**src/hw/rtl/mips_subset_instruction_executor_unit_macros.svh**
```systemverilog
// Assertion macros for the MIPS subset executor.
`ifndef MIPS_SUBSET_INSTRUCTION_EXECUTOR_UNIT_MACROS_SVH
`define MIPS_SUBSET_INSTRUCTION_EXECUTOR_UNIT_MACROS_SVH
`ifndef SYNTHESIS
`define MSIE_ASSERT(lbl, prop) \
    lbl: assert property (@(posedge clk) disable iff (!rst_n) prop) \
        else $error("msie assertion failed");
`define MSIE_ASSERT_ALWAYS(lbl, prop) \
    lbl: assert property (@(posedge clk) prop) \
        else $error("msie assertion failed");
`else
`define MSIE_ASSERT(lbl, prop)
`define MSIE_ASSERT_ALWAYS(lbl, prop)
`endif
`endif

```
**src/hw/rtl/msie_pkg.sv**
```systemverilog
// Package with types, constants and codes of the MIPS subset executor.
`default_nettype none
package msie_pkg;

    localparam int unsigned TEXT_WORDS = 1024;
    localparam int unsigned DATA_BYTES = 16384;
    localparam logic [31:0] TEXT_BASE  = 32'd4194304;
    localparam logic [31:0] DATA_BASE  = 32'd268435456;

    localparam int TEXT_AW = (TEXT_WORDS > 1) ? $clog2(TEXT_WORDS) : 1;
    localparam int DATA_AW = (DATA_BYTES > 1) ? $clog2(DATA_BYTES) : 1;
    localparam int PS_W    = $clog2(TEXT_WORDS + 1);

    // Item modes.
    localparam logic [1:0] MODE_LOAD_INSTR = 2'd0;
    localparam logic [1:0] MODE_LOAD_DATA  = 2'd1;
    localparam logic [1:0] MODE_STEP       = 2'd2;
    localparam logic [1:0] MODE_READ_REG   = 2'd3;

    // Configuration register indexes.
    localparam logic [1:0] CFG_PROGRAM_WORDS = 2'd0;
    localparam logic [1:0] CFG_LIMIT_ENABLE  = 2'd1;
    localparam logic [1:0] CFG_STEP_LIMIT    = 2'd2;

    // Opcodes.
    localparam logic [5:0] OP_RTYPE = 6'h00;
    localparam logic [5:0] OP_J     = 6'h02;
    localparam logic [5:0] OP_JAL   = 6'h03;
    localparam logic [5:0] OP_BEQ   = 6'h04;
    localparam logic [5:0] OP_BNE   = 6'h05;
    localparam logic [5:0] OP_ADDIU = 6'h09;
    localparam logic [5:0] OP_SLTIU = 6'h0b;
    localparam logic [5:0] OP_ANDI  = 6'h0c;
    localparam logic [5:0] OP_ORI   = 6'h0d;
    localparam logic [5:0] OP_LUI   = 6'h0f;
    localparam logic [5:0] OP_LB    = 6'h20;
    localparam logic [5:0] OP_LW    = 6'h23;
    localparam logic [5:0] OP_SB    = 6'h28;
    localparam logic [5:0] OP_SW    = 6'h2b;

    // Function codes.
    localparam logic [5:0] FN_SLL  = 6'd0;
    localparam logic [5:0] FN_SRL  = 6'd2;
    localparam logic [5:0] FN_JR   = 6'd8;
    localparam logic [5:0] FN_ADDU = 6'd33;
    localparam logic [5:0] FN_SUBU = 6'd35;
    localparam logic [5:0] FN_AND  = 6'd36;
    localparam logic [5:0] FN_OR   = 6'd37;
    localparam logic [5:0] FN_NOR  = 6'd39;
    localparam logic [5:0] FN_SLTU = 6'd43;

    localparam logic [4:0] REG_RA = 5'd31;

    typedef struct packed {
        logic [1:0]  mode;
        logic [31:0] address;
        logic [31:0] value;
    } in_t;

    typedef struct packed {
        logic [31:0] next_pc;
        logic        done_res;
        logic [31:0] read_value;
    } out_t;

    typedef enum logic [1:0] {
        MK_NONE,
        MK_LOAD,
        MK_STORE
    } mkind_t;

    typedef enum logic [3:0] {
        ST_CLEAR,
        ST_IDLE,
        ST_IMEM_WR,
        ST_DATA_WR,
        ST_CHECK,
        ST_DECODE,
        ST_EXEC,
        ST_LD_REQ,
        ST_LD_CAP,
        ST_ST_WR,
        ST_COMMIT,
        ST_REG_RD,
        ST_RESP
    } state_t;

    typedef struct packed {
        logic take;
        logic imem_wr;
        logic imem_rd;
        logic rf_rd_ops;
        logic rf_rd_item;
        logic exec;
        logic byte_wr;
        logic byte_rd;
        logic byte_cap;
        logic commit;
        logic out_load;
        logic clear;
    } ctl_cmd_t;

    typedef struct packed {
        logic   done_now;
        mkind_t mem_kind;
        logic   byte_last;
        logic   bytes_done;
        logic   clear_last;
    } ctl_stat_t;

endpackage
`default_nettype wire

```
**src/hw/rtl/msie_ctrl.sv**
```systemverilog
// Controller state machine of the MIPS subset executor.
`default_nettype none
`include "mips_subset_instruction_executor_unit_macros.svh"
module msie_ctrl (
    input  wire logic                 clk,
    input  wire logic                 rst_n,
    input  wire logic                 in_valid,
    output logic                      in_ready,
    input  wire logic [1:0]           in_mode,
    output logic                      out_valid,
    input  wire logic                 out_ready,
    input  wire msie_pkg::ctl_stat_t  stat,
    output msie_pkg::ctl_cmd_t        cmd
);

    msie_pkg::state_t state_reg;
    msie_pkg::state_t state_next;
    logic             out_valid_reg;
    logic             out_valid_next;

    always_ff @(posedge clk or negedge rst_n)
    begin
        if (!rst_n)
        begin
            state_reg     <= msie_pkg::ST_CLEAR;
            out_valid_reg <= 1'b0;
        end
        else
        begin
            state_reg     <= state_next;
            out_valid_reg <= out_valid_next;
        end
    end

    always_comb
    begin
        state_next = state_reg;
        cmd        = '0;
        unique case (state_reg)
            msie_pkg::ST_CLEAR:
            begin
                cmd.clear = 1'b1;
                if (stat.clear_last)
                    state_next = msie_pkg::ST_IDLE;
            end
            msie_pkg::ST_IDLE:
            begin
                if (in_valid)
                begin
                    cmd.take = 1'b1;
                    unique case (in_mode)
                        msie_pkg::MODE_LOAD_INSTR: state_next = msie_pkg::ST_IMEM_WR;
                        msie_pkg::MODE_LOAD_DATA:  state_next = msie_pkg::ST_DATA_WR;
                        msie_pkg::MODE_STEP:       state_next = msie_pkg::ST_CHECK;
                        default:                   state_next = msie_pkg::ST_REG_RD;
                    endcase
                end
            end
            msie_pkg::ST_IMEM_WR:
            begin
                cmd.imem_wr = 1'b1;
                state_next  = msie_pkg::ST_RESP;
            end
            msie_pkg::ST_DATA_WR:
            begin
                cmd.byte_wr = 1'b1;
                if (stat.byte_last)
                    state_next = msie_pkg::ST_RESP;
            end
            msie_pkg::ST_CHECK:
            begin
                if (stat.done_now)
                    state_next = msie_pkg::ST_RESP;
                else
                begin
                    cmd.imem_rd = 1'b1;
                    state_next  = msie_pkg::ST_DECODE;
                end
            end
            msie_pkg::ST_DECODE:
            begin
                cmd.rf_rd_ops = 1'b1;
                state_next    = msie_pkg::ST_EXEC;
            end
            msie_pkg::ST_EXEC:
            begin
                cmd.exec = 1'b1;
                unique case (stat.mem_kind)
                    msie_pkg::MK_LOAD:  state_next = msie_pkg::ST_LD_REQ;
                    msie_pkg::MK_STORE: state_next = msie_pkg::ST_ST_WR;
                    default:            state_next = msie_pkg::ST_COMMIT;
                endcase
            end
            msie_pkg::ST_LD_REQ:
            begin
                cmd.byte_rd = 1'b1;
                state_next  = msie_pkg::ST_LD_CAP;
            end
            msie_pkg::ST_LD_CAP:
            begin
                cmd.byte_cap = 1'b1;
                state_next   = stat.bytes_done ? msie_pkg::ST_COMMIT : msie_pkg::ST_LD_REQ;
            end
            msie_pkg::ST_ST_WR:
            begin
                cmd.byte_wr = 1'b1;
                if (stat.byte_last)
                    state_next = msie_pkg::ST_COMMIT;
            end
            msie_pkg::ST_COMMIT:
            begin
                cmd.commit = 1'b1;
                state_next = msie_pkg::ST_RESP;
            end
            msie_pkg::ST_REG_RD:
            begin
                cmd.rf_rd_item = 1'b1;
                state_next     = msie_pkg::ST_RESP;
            end
            msie_pkg::ST_RESP:
            begin
                // Wait here only while the previous result beat is still unclaimed.
                if (!out_valid_reg || out_ready)
                begin
                    cmd.out_load = 1'b1;
                    state_next   = msie_pkg::ST_IDLE;
                end
            end
            default: state_next = msie_pkg::ST_IDLE;
        endcase
    end

    always_comb
    begin
        out_valid_next = out_valid_reg;
        if (out_valid_reg && out_ready)
            out_valid_next = 1'b0;
        if (cmd.out_load)
            out_valid_next = 1'b1;
    end

    assign in_ready  = state_reg == msie_pkg::ST_IDLE;
    assign out_valid = out_valid_reg;

    `MSIE_ASSERT(a_one_item, (in_valid && in_ready) |=> !in_ready)
    `MSIE_ASSERT(a_load_shows, cmd.out_load |=> out_valid)
    `MSIE_ASSERT(a_clear_ends, (state_reg == msie_pkg::ST_CLEAR && stat.clear_last) |=> in_ready)
    `MSIE_ASSERT_ALWAYS(a_reset_quiet, !rst_n |-> (!out_valid && !in_ready))

endmodule
`default_nettype wire

```
**config.mk**
```make
export PLATFORM = sky130hd
export DESIGN_NAME = msie_ctrl
export DESIGN_NICKNAME = d
export VERILOG_FILES = /design/src/hw/rtl/msie_pkg.sv /design/src/hw/rtl/msie_ctrl.sv
export VERILOG_INCLUDE_DIRS = /design/src /design/src/hw/rtl
export SDC_FILE = /design/constraint.sdc
export NUM_CORES = 1
export LEC_CHECK = 0
export ABC_AREA = 1
export BUFFER_PORTS_ARGS = -buffer_cell sky130_fd_sc_hd__buf_4
export CORE_MARGIN = 1
export CORE_UTILIZATION = 42
export DETAILED_ROUTE_END_ITERATION = 16
export PLACE_DENSITY = 0.86
export SETUP_SLACK_MARGIN = 0.15
export SLEW_MARGIN = 25
export SYNTH_ARGS = -nofsm -noshare
export SYNTH_HDL_FRONTEND = slang
export SYNTH_SLANG_ARGS = --single-unit
```
**constraint.sdc**
```tcl
create_clock -name clk -period 1.2 [get_ports clk]
set_input_delay 0.12 -clock clk [delete_from_list [all_inputs] [get_ports clk]]
set_output_delay 0.12 -clock clk [all_outputs]
set_load 0.1 [all_outputs]
```
==> flow_summary.ini, run 1 <==
[floorplan]
die_y_um = 41.2
start_util_pct = 47.3
ios = 26
die_w_um = 41.2
num_rows = 13

[clock_tree]
clockBufferDepth = 2
h-tree-depth = 1
clock_sinks = 5
post_cts_resized = 66
ctsHoldBuffers = 1
cts_inserted_buffers = 3
post_cts_buffers = 7
cts_root_buf = clkbuf_4

[run_status]
status = did not finish
haltStage = 4_1_cts
error_message = [ERROR DPL-0038] Utilization greater than 100%, impossible to legalize

[placed_design]
port_buffers = 25
gp_congestion = 0.902
place_inst = 174
hpwl_um = 1660

[synthesis]
yosysWarnings = 0
avgSynthCellArea_um2 = 5.38
synth_compound_area_share_pct = 4.46
synth_nets = 135
synth_fa_ha_area_share_pct = 5.81
ys_ff_latch = 5
synth_top_family_by_area = simple AND/OR/NAND/NOR gates
syn_inst = 120
synthSimpleGateAreaFrac_pct = 55.8
syn_area_um2 = 646
yosysSeqAreaShare_pct = 19.4
synth_xor_area_share_pct = 0
synth_mux_area_share_pct = 0
ys_types = 15
stage by stage:
| stage | util (%) | worst slack, ps | instance area [µm²] |
|---|---|---|---|
| floorplan | - | -361 | 790 |
| global placement | 80.3 | -130 | 1100 |
| detailed placement | 80.3 | -170 | 1100 |
Yosys cell counts:
cell type  count  share of area, %
o21ai_0        3               2.3
buf_4          1               1.2
nand2_2        3               2.9
nand3_1       10               7.8
ha_1           3               5.8
inv_1         22                13
inv_2          1              0.58
nor2_1        19                11
a21oi_1        1              0.77
nor2_4         2               3.5
dfrtp_1        5                19
nand3b_1       1               1.2
nand2_1       44                26
a21oi_2        1               1.4
nor2_2         4               3.9
cell families after synthesis:
logic type | Yosys count
fa+ha+maj | 3
compound gates | 5
buf+inv | 24
flops | 5
simple gates | 83
==> run 2, diff against run 1 <==
--- a/config.mk
+++ b/config.mk
@@ -8,11 +8,10 @@
 export LEC_CHECK = 0
 export ABC_AREA = 1
 export BUFFER_PORTS_ARGS = -buffer_cell sky130_fd_sc_hd__buf_4
-export CORE_MARGIN = 1
-export CORE_UTILIZATION = 42
+export CORE_AREA = 2 2 63 65
 export DETAILED_ROUTE_END_ITERATION = 16
-export PLACE_DENSITY = 0.86
-export SETUP_SLACK_MARGIN = 0.15
+export DIE_AREA = 0 0 65 67
+export PLACE_DENSITY_LB_ADDON = 0.15
 export SLEW_MARGIN = 25
 export SYNTH_ARGS = -nofsm -noshare
 export SYNTH_HDL_FRONTEND = slang
==> constraint.sdc (replaced) <==
create_clock -name clk -period 1.55 [get_ports clk]
set_input_delay 0.155 -clock clk [delete_from_list [all_inputs] [get_ports clk]]
set_output_delay 0.155 -clock clk [all_outputs]
set_load 0.1 [all_outputs]
==> run 2 against run 1 <==
The run now ends clean. Synthesized cell count stayed put. Area after synthesis stayed put.
==> flow_summary.ini, run 2 <==
[run_status]
status = finished, final reports clean

[finish]
stdcell_area_um2 = 1110
area_growth_pct = 72.7
largest_register_ffs = 4
multiInputGateArea_um2 = 499
drive_above_1_share_pct = 42.2
final_cell_mix = 40 x nand2_1, 19 x inv_1, 19 x buf_4
layout_commonest_cell = nand2_1
seqCellArea_um2 = 131
fin_nets = 170
nFillCells = 409
finish.utilization_pct = 30.9
num_antenna_cells = 0

[floorplan]
num_rows = 22
start_util_pct = 17.9
ios = 26
dieArea_um2 = 4360
core_um2 = 3610
die_w_um = 65
die_y_um = 67

[synthesis]
yosys.area.top_type = nand2_1
syn_area_um2 = 646
yosysSeqAreaShare_pct = 19.4
avgSynthCellArea_um2 = 5.38
synth_async_sr_flop_share_pct = 100
synth_nets = 135
yosys.cell_count.top_type = nand2_1
synth_flop_cell = dfrtp_1
synth_edf_count = 0
synth_commonest_cells = 44 x nand2_1, 22 x inv_1, 19 x nor2_1, 10 x nand3_1, 5 x dfrtp_1
synth.top_cell.area_share_pct = 25.6
ys_ff_latch = 5
yosysWarnings = 0
ys_types = 15
synth_area_leaders = nand2_1 26%, dfrtp_1 19%, inv_1 13%, nor2_1 11%, nand3_1 7.8%
syn_inst = 120

[min_path]
hold_end = out_valid$_DFFE_PN0P_
hp-class = input port to flop
hp-start = out_ready
min_delay_path_depth = 2

[worst_setup_path]
critical_path.slowest_cell = dfrtp_2
rrSetupSlack_ps = 250
r2r_start = state_reg[2]$_DFFE_PN0P_
worstPathCellList = nor2_4 -> nand3_1 -> inv_1 -> buf_8
crit_path_start_kind = flop
r2r_cells = 7
reg2reg_to = state_reg[3]$_DFFE_PN0P_
max_stage_delay_ps = 480
path_buf_inv = 2
cp_max_fo = 8
cp-end-kind = output pin
crit_type = flop to output pin
arrival_ps = 1360
critPathTopFamily = flip-flops
worstPathRequired_ps = 1390

[grt]
grt_pass1_vias = 779
grt_overflow = 0
grt_usage_pct = 9.73
grt_max_degree = 9
grt_pass1_wl_um = 3320
antenna_found_initial = 0

[timing]
slew_headroom_pct = 81.5
timing.final.crit_share_pct = 97.9
min_period_ps = 1520
worstMarginPinSlew_ps = 279
hold_violations = 0
setup_viol = 0
hold-worst-slack_ps = 123
maxSlewViolCount = 0
max_clock_freq_ghz = 0.659
skew_ps = 2.59
rsz0062_at_grt = yes

[pwr]
power.density_nw_per_um2 = 2310
ir_worst_vdd_mv = 1.03
p_leak_nw = 0.626

[clock_tree]
clockBufferDepth = 2
clock_sinks = 5
insertion_delay_ps = 220
cts_root_buf = clkbuf_8
h-tree-depth = 1
cts_tree = built
cts_inserted_buffers = 3
clk_pin_slew_worst_paths_ps = 40

[routing]
vias_per_cell = 3.88
vias = 783
drc = 0
wirelength_um = 1960
ant_nets = 0
drt_iter0_markers = 11
wl_per_cell_um = 9.68
dr.pass1.iters = 4

[placed_design]
port_buffers = 25
gp_congestion = 0.848
post_dp_cell_area_um2 = 953
hpwl_um = 1660

[job]
maxCapViolCount = 0
-- run 2: cell counts after synthesis --
Identical to the previous run, type by type.
-- run 2: cell families after synthesis --
group	count (synthesis)	share of synthesized area [%]
buffers and inverters	24	14.5
AND/OR/NAND/NOR	83	55.8
AO/OA/AOI/OAI	5	4.46
adder cells (fa/ha/maj)	3	5.81
flip-flops	5	19.4
-- run 2: cell type report --
class / instances / area share [%]
well taps: 48 / 5.39
multi-input cells: 91 / 44.8
repair buffers: 31 / 26.3
flip-flops and latches: 5 / 11.8
inverters: 23 / 7.74
clock buffers: 4 / 4.04
-- run 2: worst max path at each step --
stage,cells after the start,startpoint,end,slack (ps)
floorplan,3,state_reg[2]$_DFFE_PN0P_,cmd[2],-50
global placement,4,state_reg[0]$_DFFE_PN0P_,cmd[9],120
detailed placement,4,state_reg[0]$_DFFE_PN0P_,cmd[1],110
CTS,4,state_reg[2]$_DFFE_PN0P_,cmd[11],9
global route,4,state_reg[1]$_DFFE_PN0P_,cmd[9],-20
finish,4,state_reg[1]$_DFFE_PN0P_,cmd[9],30
-- run 2: what timing repair did --
item,CTS,global route
resized for setup,8,16
pin swaps,0,1
gates cloned,0,0
hold buffers,1,0
hold endpoints to repair,5,0
setup buffers,0,3
setup endpoints to repair,6,10
-- run 2: where the power goes --
| group | internal, W | switching [W] | total [W] |
|---|---|---|---|
| logic | 0.000579 | 0.00143 | 0.00201 |
| clock network | 0.000176 | 0.0000574 | 0.000233 |
| registers | 0.000205 | 0.000128 | 0.000333 |
| total | 0.000960 | 0.00161 | 0.00257 |
-- run 2: per-stage QoR --
stage               setup slack (ps)  std cells  power, W  TNS, ps
CTS                             9.07        199   0.00243        0
detailed placement               109        194   0.00214        0
finish                          32.5        202   0.00257        0
global placement                 123        194   0.00215        0
floorplan                      -50.0        120   0.00175     -201
global route                   -22.6        202   0.00276    -44.9
-- run 2: worst register-to-register path: stages (launching register included) --
cell,delay [ps]
dfrtp_2,460
nor2_4,200
buf_4,150
nand3_1,90
nand3_1,120
nor2_2,60
nand2_1,70
nand2_1,40
-- run 2: per-layer routing --
metal / global-route usage [%] / share of wire (%)
met1: 12.4 / 45
met2: 16.2 / 49
met3: 2.36 / 4.5
met4: 2.66 / 0.97
met5: 0 / 0
Note: power is estimated with default switching activity, not from simulation.
==> run 3, diff against run 2 <==
--- a/config.mk
+++ b/config.mk
@@ -9,9 +9,10 @@
 export ABC_AREA = 1
 export BUFFER_PORTS_ARGS = -buffer_cell sky130_fd_sc_hd__buf_4
 export CORE_AREA = 2 2 63 65
+export CTS_BUF_LIST = sky130_fd_sc_hd__clkbuf_4 sky130_fd_sc_hd__clkbuf_8
 export DETAILED_ROUTE_END_ITERATION = 16
 export DIE_AREA = 0 0 65 67
-export PLACE_DENSITY_LB_ADDON = 0.15
+export PLACE_DENSITY_LB_ADDON = 0.3
 export SLEW_MARGIN = 25
 export SYNTH_ARGS = -nofsm -noshare
 export SYNTH_HDL_FRONTEND = slang
==> run 3 against run 2 <==
Register-to-register slack better by 40 ps. Largest cell class unchanged. Worst hold slack worse by 8.7 ps. Clock skew increased by 1.2 ps. Critical path depth did not move. Non-clock buffer count fell by 1. Via count is 0.13% higher.
==> flow_summary.ini, run 3 (synthesis gave the netlist of run 2 again) <==
[run_status]
status = finished, final reports clean

[timing]
skew_ps = 3.83
worstMarginPinSlew_ps = 277
max_clock_freq_ghz = 0.660
min_period_ps = 1520
timing.final.crit_share_pct = 97.8
maxSlewViolCount = 0
slew_headroom_pct = 81.7
setup_viol = 0
hold_violations = 0
rsz0062_at_grt = yes

[grt]
grt_overflow = 0
antenna_found_initial = 0
grt_pass1_wl_um = 3160
grt_usage_pct = 9.47
grt_max_degree = 9
grt_pass1_vias = 732

[worst_setup_path]
path_depth = 4
critical_path.slowest_cell = dfrtp_2
r2r_cells = 9
max_stage_delay_ps = 470
cp_max_fo = 5
critPathTopFamily = flip-flops
cp-end-kind = output pin
path_buf_inv = 2
worstPathRequired_ps = 1390
crit_path_start_kind = flop
worstPathCellList = inv_2 -> nand2_1 -> nor2_4 -> buf_4
crit_type = flop to output pin
arrival_ps = 1360

[routing]
wirelength_um = 1900
ant_nets = 0
routed.top_layer = met4
drt_iter0_markers = 16
vias_per_cell = 3.90
drc = 0
wirelength_met1_um = 865
vias = 784
wl_met2_um = 947
wl_per_cell_um = 9.46
dr.pass1.iters = 4
wl_met3_um = 70

[finish]
area_growth_pct = 70.5
fin_nets = 169
nFillCells = 394
finish.utilization_pct = 30.5
drive_above_1_share_pct = 41.8
num_antenna_cells = 0
layout_commonest_cell = nand2_1
final_cell_mix = 41 x nand2_1, 19 x inv_1, 19 x buf_4
largest_register_ffs = 4

[min_path]
min_delay_path_depth = 2
hp-class = input port to flop

[floorplan]
ios = 26
start_util_pct = 17.9
dieArea_um2 = 4360
die_y_um = 67
die_w_um = 65
core_um2 = 3610
num_rows = 22

[clock_tree]
clockBufferDepth = 2
cts_root_buf = clkbuf_8
cts_inserted_buffers = 3
insertion_delay_ps = 220
h-tree-depth = 1
cts_tree = built
clk_pin_slew_worst_paths_ps = 40
clock_sinks = 5

[job]
maxCapViolCount = 0

[placed_design]
gp_congestion = 0.775
hpwl_um = 1570
port_buffers = 25
run 3: cell count changes in the layout (fill, tap and decap cells not counted):
| cell | change |
|---|---|
| buf_8 | -1 |
| clkbuf_1 | -1 |
| clkbuf_4 | +1 |
| nand2_1 | +1 |
| nand2_2 | -1 |
run 3: layer usage:
metal / global-route usage [%] / vias up
met2: 16.4 / 18
met5: 0 / -
met4: 3.19 / 0
met3: 1.18 / 2
met1: 12.1 / 340
li1: - / 424
run 3: final cells by class:
cell class	count	area, µm²	area share, %
Clock buffer	4	48.8	4.43
Multi-Input combinational cell	91	497	45.1
Sequential cell	5	131	11.9
Timing Repair Buffer	30	278	25.2
Tap cell	48	60.1	5.45
Inverter	23	86.3	7.84
run 3: final timing paths:
path,from,to,slack [ps]
max,state_reg[2]$_DFFE_PN0P_,cmd[3],30
min,out_ready,out_valid$_DFFE_PN0P_,110
max reg2reg,state_reg[3]$_DFFE_PN0P_,state_reg[2]$_DFFE_PN0P_,290
min reg2reg,out_valid$_DFFE_PN0P_,out_valid$_DFFE_PN0P_,570
max in group asynchronous,rst_n,state_reg[0]$_DFFE_PN0P_,1140
min in group asynchronous,rst_n,state_reg[3]$_DFFE_PN0P_,280
run 3: per-stage QoR:
step	area [µm²]	TNS [ps]	cells	hold slack [ps]	worst slack [ps]
after floorplan	698	-201	120	-141	-50.0
after global placement	938	0	192	-36.7	74.5
after detailed placement	938	0	192	-36.4	81.7
after CTS	1020	0	197	117	16.3
after global routing	1100	-42.8	201	151	-21.4
final	1100	0	201	114	33.9
run 3: what timing repair did:
item | in CTS | in global routing
endpoints found under the hold margin | 5 | 0
pin swaps | 0 | 2
resized for setup | 9 | 12
setup buffers | 0 | 4
setup endpoints to repair | 6 | 11
hold buffers | 1 | 0
Power of run 3 is left out: the tool's default activity adds up to more than one toggle a clock period on the data nets, which glitch-free logic cannot reach.
==> run 4, diff against run 3 <==
--- a/config.mk
+++ b/config.mk
@@ -8,12 +8,14 @@
 export LEC_CHECK = 0
 export ABC_AREA = 1
 export BUFFER_PORTS_ARGS = -buffer_cell sky130_fd_sc_hd__buf_4
+export CELL_PAD_IN_SITES_DETAIL_PLACEMENT = 1
+export CELL_PAD_IN_SITES_GLOBAL_PLACEMENT = 2
 export CORE_AREA = 2 2 63 65
 export CTS_BUF_LIST = sky130_fd_sc_hd__clkbuf_4 sky130_fd_sc_hd__clkbuf_8
 export DETAILED_ROUTE_END_ITERATION = 16
 export DIE_AREA = 0 0 65 67
 export PLACE_DENSITY_LB_ADDON = 0.3
-export SLEW_MARGIN = 25
+export SLEW_MARGIN = 20
 export SYNTH_ARGS = -nofsm -noshare
 export SYNTH_HDL_FRONTEND = slang
 export SYNTH_SLANG_ARGS = --single-unit
==> run 4 against run 3 <==
Final area rose by 2.8%. Non-clock buffer count did not move. Die area did not move. Maximum frequency fell by 1.1%. Clock-buffer cell count did not move. Worst hold slack improved by 34 ps. Worst setup slack got worse by 17 ps. Utilization rose by 0.87 points. Cell count did not move. Critical endpoint is now cmd[1]. Largest cell class unchanged.
==> flow_summary.ini, run 4 (synthesis gave the netlist of run 2 again) <==
[grt]
grt_overflow = 0
grt_pass1_wl_um = 3820
grt_max_degree = 9
antenna_found_initial = 0
grt_usage_pct = 11.0
grt_pass1_vias = 873

[worst_setup_path]
arrival_ps = 1380
cp-endpoint = cmd[1]
worstPathCellList = nor2_4 -> nand2_2 -> nor2_4 -> buf_12
worstPathRequired_ps = 1390
critical_path.slowest_cell = dfrtp_2
cp_max_fo = 8
path_depth = 4
reg2reg_to = state_reg[2]$_DFFE_PN0P_
cp-end-kind = output pin
path_buf_inv = 1
r2r_cells = 7
r2r_start = state_reg[1]$_DFFE_PN0P_
crit_type = flop to output pin
critPathLaunch = state_reg[1]$_DFFE_PN0P_
max_stage_delay_ps = 470
rrSetupSlack_ps = 170
crit_path_frequent_cell = nor2_4
critPathTopFamily = simple AND/OR/NAND/NOR gates
crit_path_start_kind = flop

[routing]
ant_nets = 0
wl_per_cell_um = 11.0
dr.pass1.iters = 3
drt_iter0_markers = 19
vias = 813
wirelength_um = 2210
vias_per_cell = 4.04
drc = 0

[finish]
stdcell_area_um2 = 1130
finish.utilization_pct = 31.4
area_growth_pct = 75.4
nFillCells = 461
layout_commonest_cell = nand2_1
fin_nets = 169
largest_register_ffs = 4
final_cell_mix = 40 x nand2_1, 22 x buf_4, 17 x inv_1
num_antenna_cells = 0
drive_above_1_share_pct = 44.4

[timing]
min_period_ps = 1530
hold-worst-slack_ps = 148
hold_violations = 0
timing.final.crit_share_pct = 98.9
max_clock_freq_ghz = 0.652
rsz0062_at_grt = yes
skew_ps = 3.74
slew_headroom_pct = 81.3
setup_viol = 0
worstMarginPinSlew_ps = 283
maxSlewViolCount = 0

[min_path]
hp-class = input port to flop

[pwr]
power.density_nw_per_um2 = 2350
ir_worst_vdd_mv = 0.982
p_leak_nw = 0.624

[floorplan]
die_w_um = 65
start_util_pct = 17.9
num_rows = 22
ios = 26
die_y_um = 67
dieArea_um2 = 4360
core_um2 = 3610

[placed_design]
hpwl_um = 1870
port_buffers = 25
post_dp_cell_area_um2 = 953
gp_congestion = 0.857

[clock_tree]
cts_root_buf = clkbuf_8
insertion_delay_ps = 220
cts_tree = built
clk_pin_slew_worst_paths_ps = 40
h-tree-depth = 1
clock_sinks = 5
cts_inserted_buffers = 3
clockBufferDepth = 2

[run_status]
status = finished, final reports clean

[job]
maxCapViolCount = 0
run 4: cell counts in the layout (fill, tap and decap cells not counted):
Identical to the previous run, type by type.
run 4: worst reg2reg max path, delay by kind of cell, from the launching register on:
kind	cells	cell delay, ps
simple gates	6	630
buf+inv	1	160
flops	1	470
run 4: how the worst min path moves through the flow:
stage / from / end / slack, ps / depth (start not counted)
after floorplan: rst_n / out_valid$_DFFE_PN0P_ / -140 / 0
after global placement: rst_n / state_reg[3]$_DFFE_PN0P_ / -40 / 1
after detailed placement: rst_n / state_reg[2]$_DFFE_PN0P_ / -40 / 1
after CTS: out_ready / out_valid$_DFFE_PN0P_ / 130 / 2
after global routing: out_ready / out_valid$_DFFE_PN0P_ / 150 / 2
final: out_ready / out_valid$_DFFE_PN0P_ / 150 / 2
run 4: timing repair:
action	CTS	global route
gates resized for setup	10	20
hold endpoints to repair	5	0
pin swaps	0	2
hold buffers	1	0
setup endpoints to repair	6	7
buffers inserted	0	2
run 4: per-layer routing:
metal | wire (µm) | track usage, % | vias up
met3 | 69 | 0.845 | 2
met1 | 1040 | 14.5 | 374
met2 | 1070 | 19.2 | 17
met4 | 23 | 3.19 | 0
li1 | - | - | 420
met5 | 0 | 0 | -
run 4: through the flow:
step	worst slack, ps	TNS, ps	std cells	total power, W
finish	17.0	0	201	0.00267
global route	-62.0	-156	201	0.00286
CTS	5.80	0	199	0.00252
detailed placement	89.5	0	194	0.00218
global placement	121	0	194	0.00218
floorplan	-50.0	-201	120	0.00175
run 4: report_power, final:
part	switching, W	internal, W
sequential	0.000125	0.000205
combinational	0.00147	0.000599
clock	0.0000680	0.000194
run 4: cell type report:
type / count / area, µm² / area share [%]
multi-input cells: 91 / 504 / 44.5
repair buffers: 30 / 302 / 26.6
flip-flops and latches: 5 / 131 / 11.6
inverters: 23 / 86.3 / 7.62
well taps: 48 / 60.1 / 5.30
clock buffers: 4 / 48.8 / 4.31
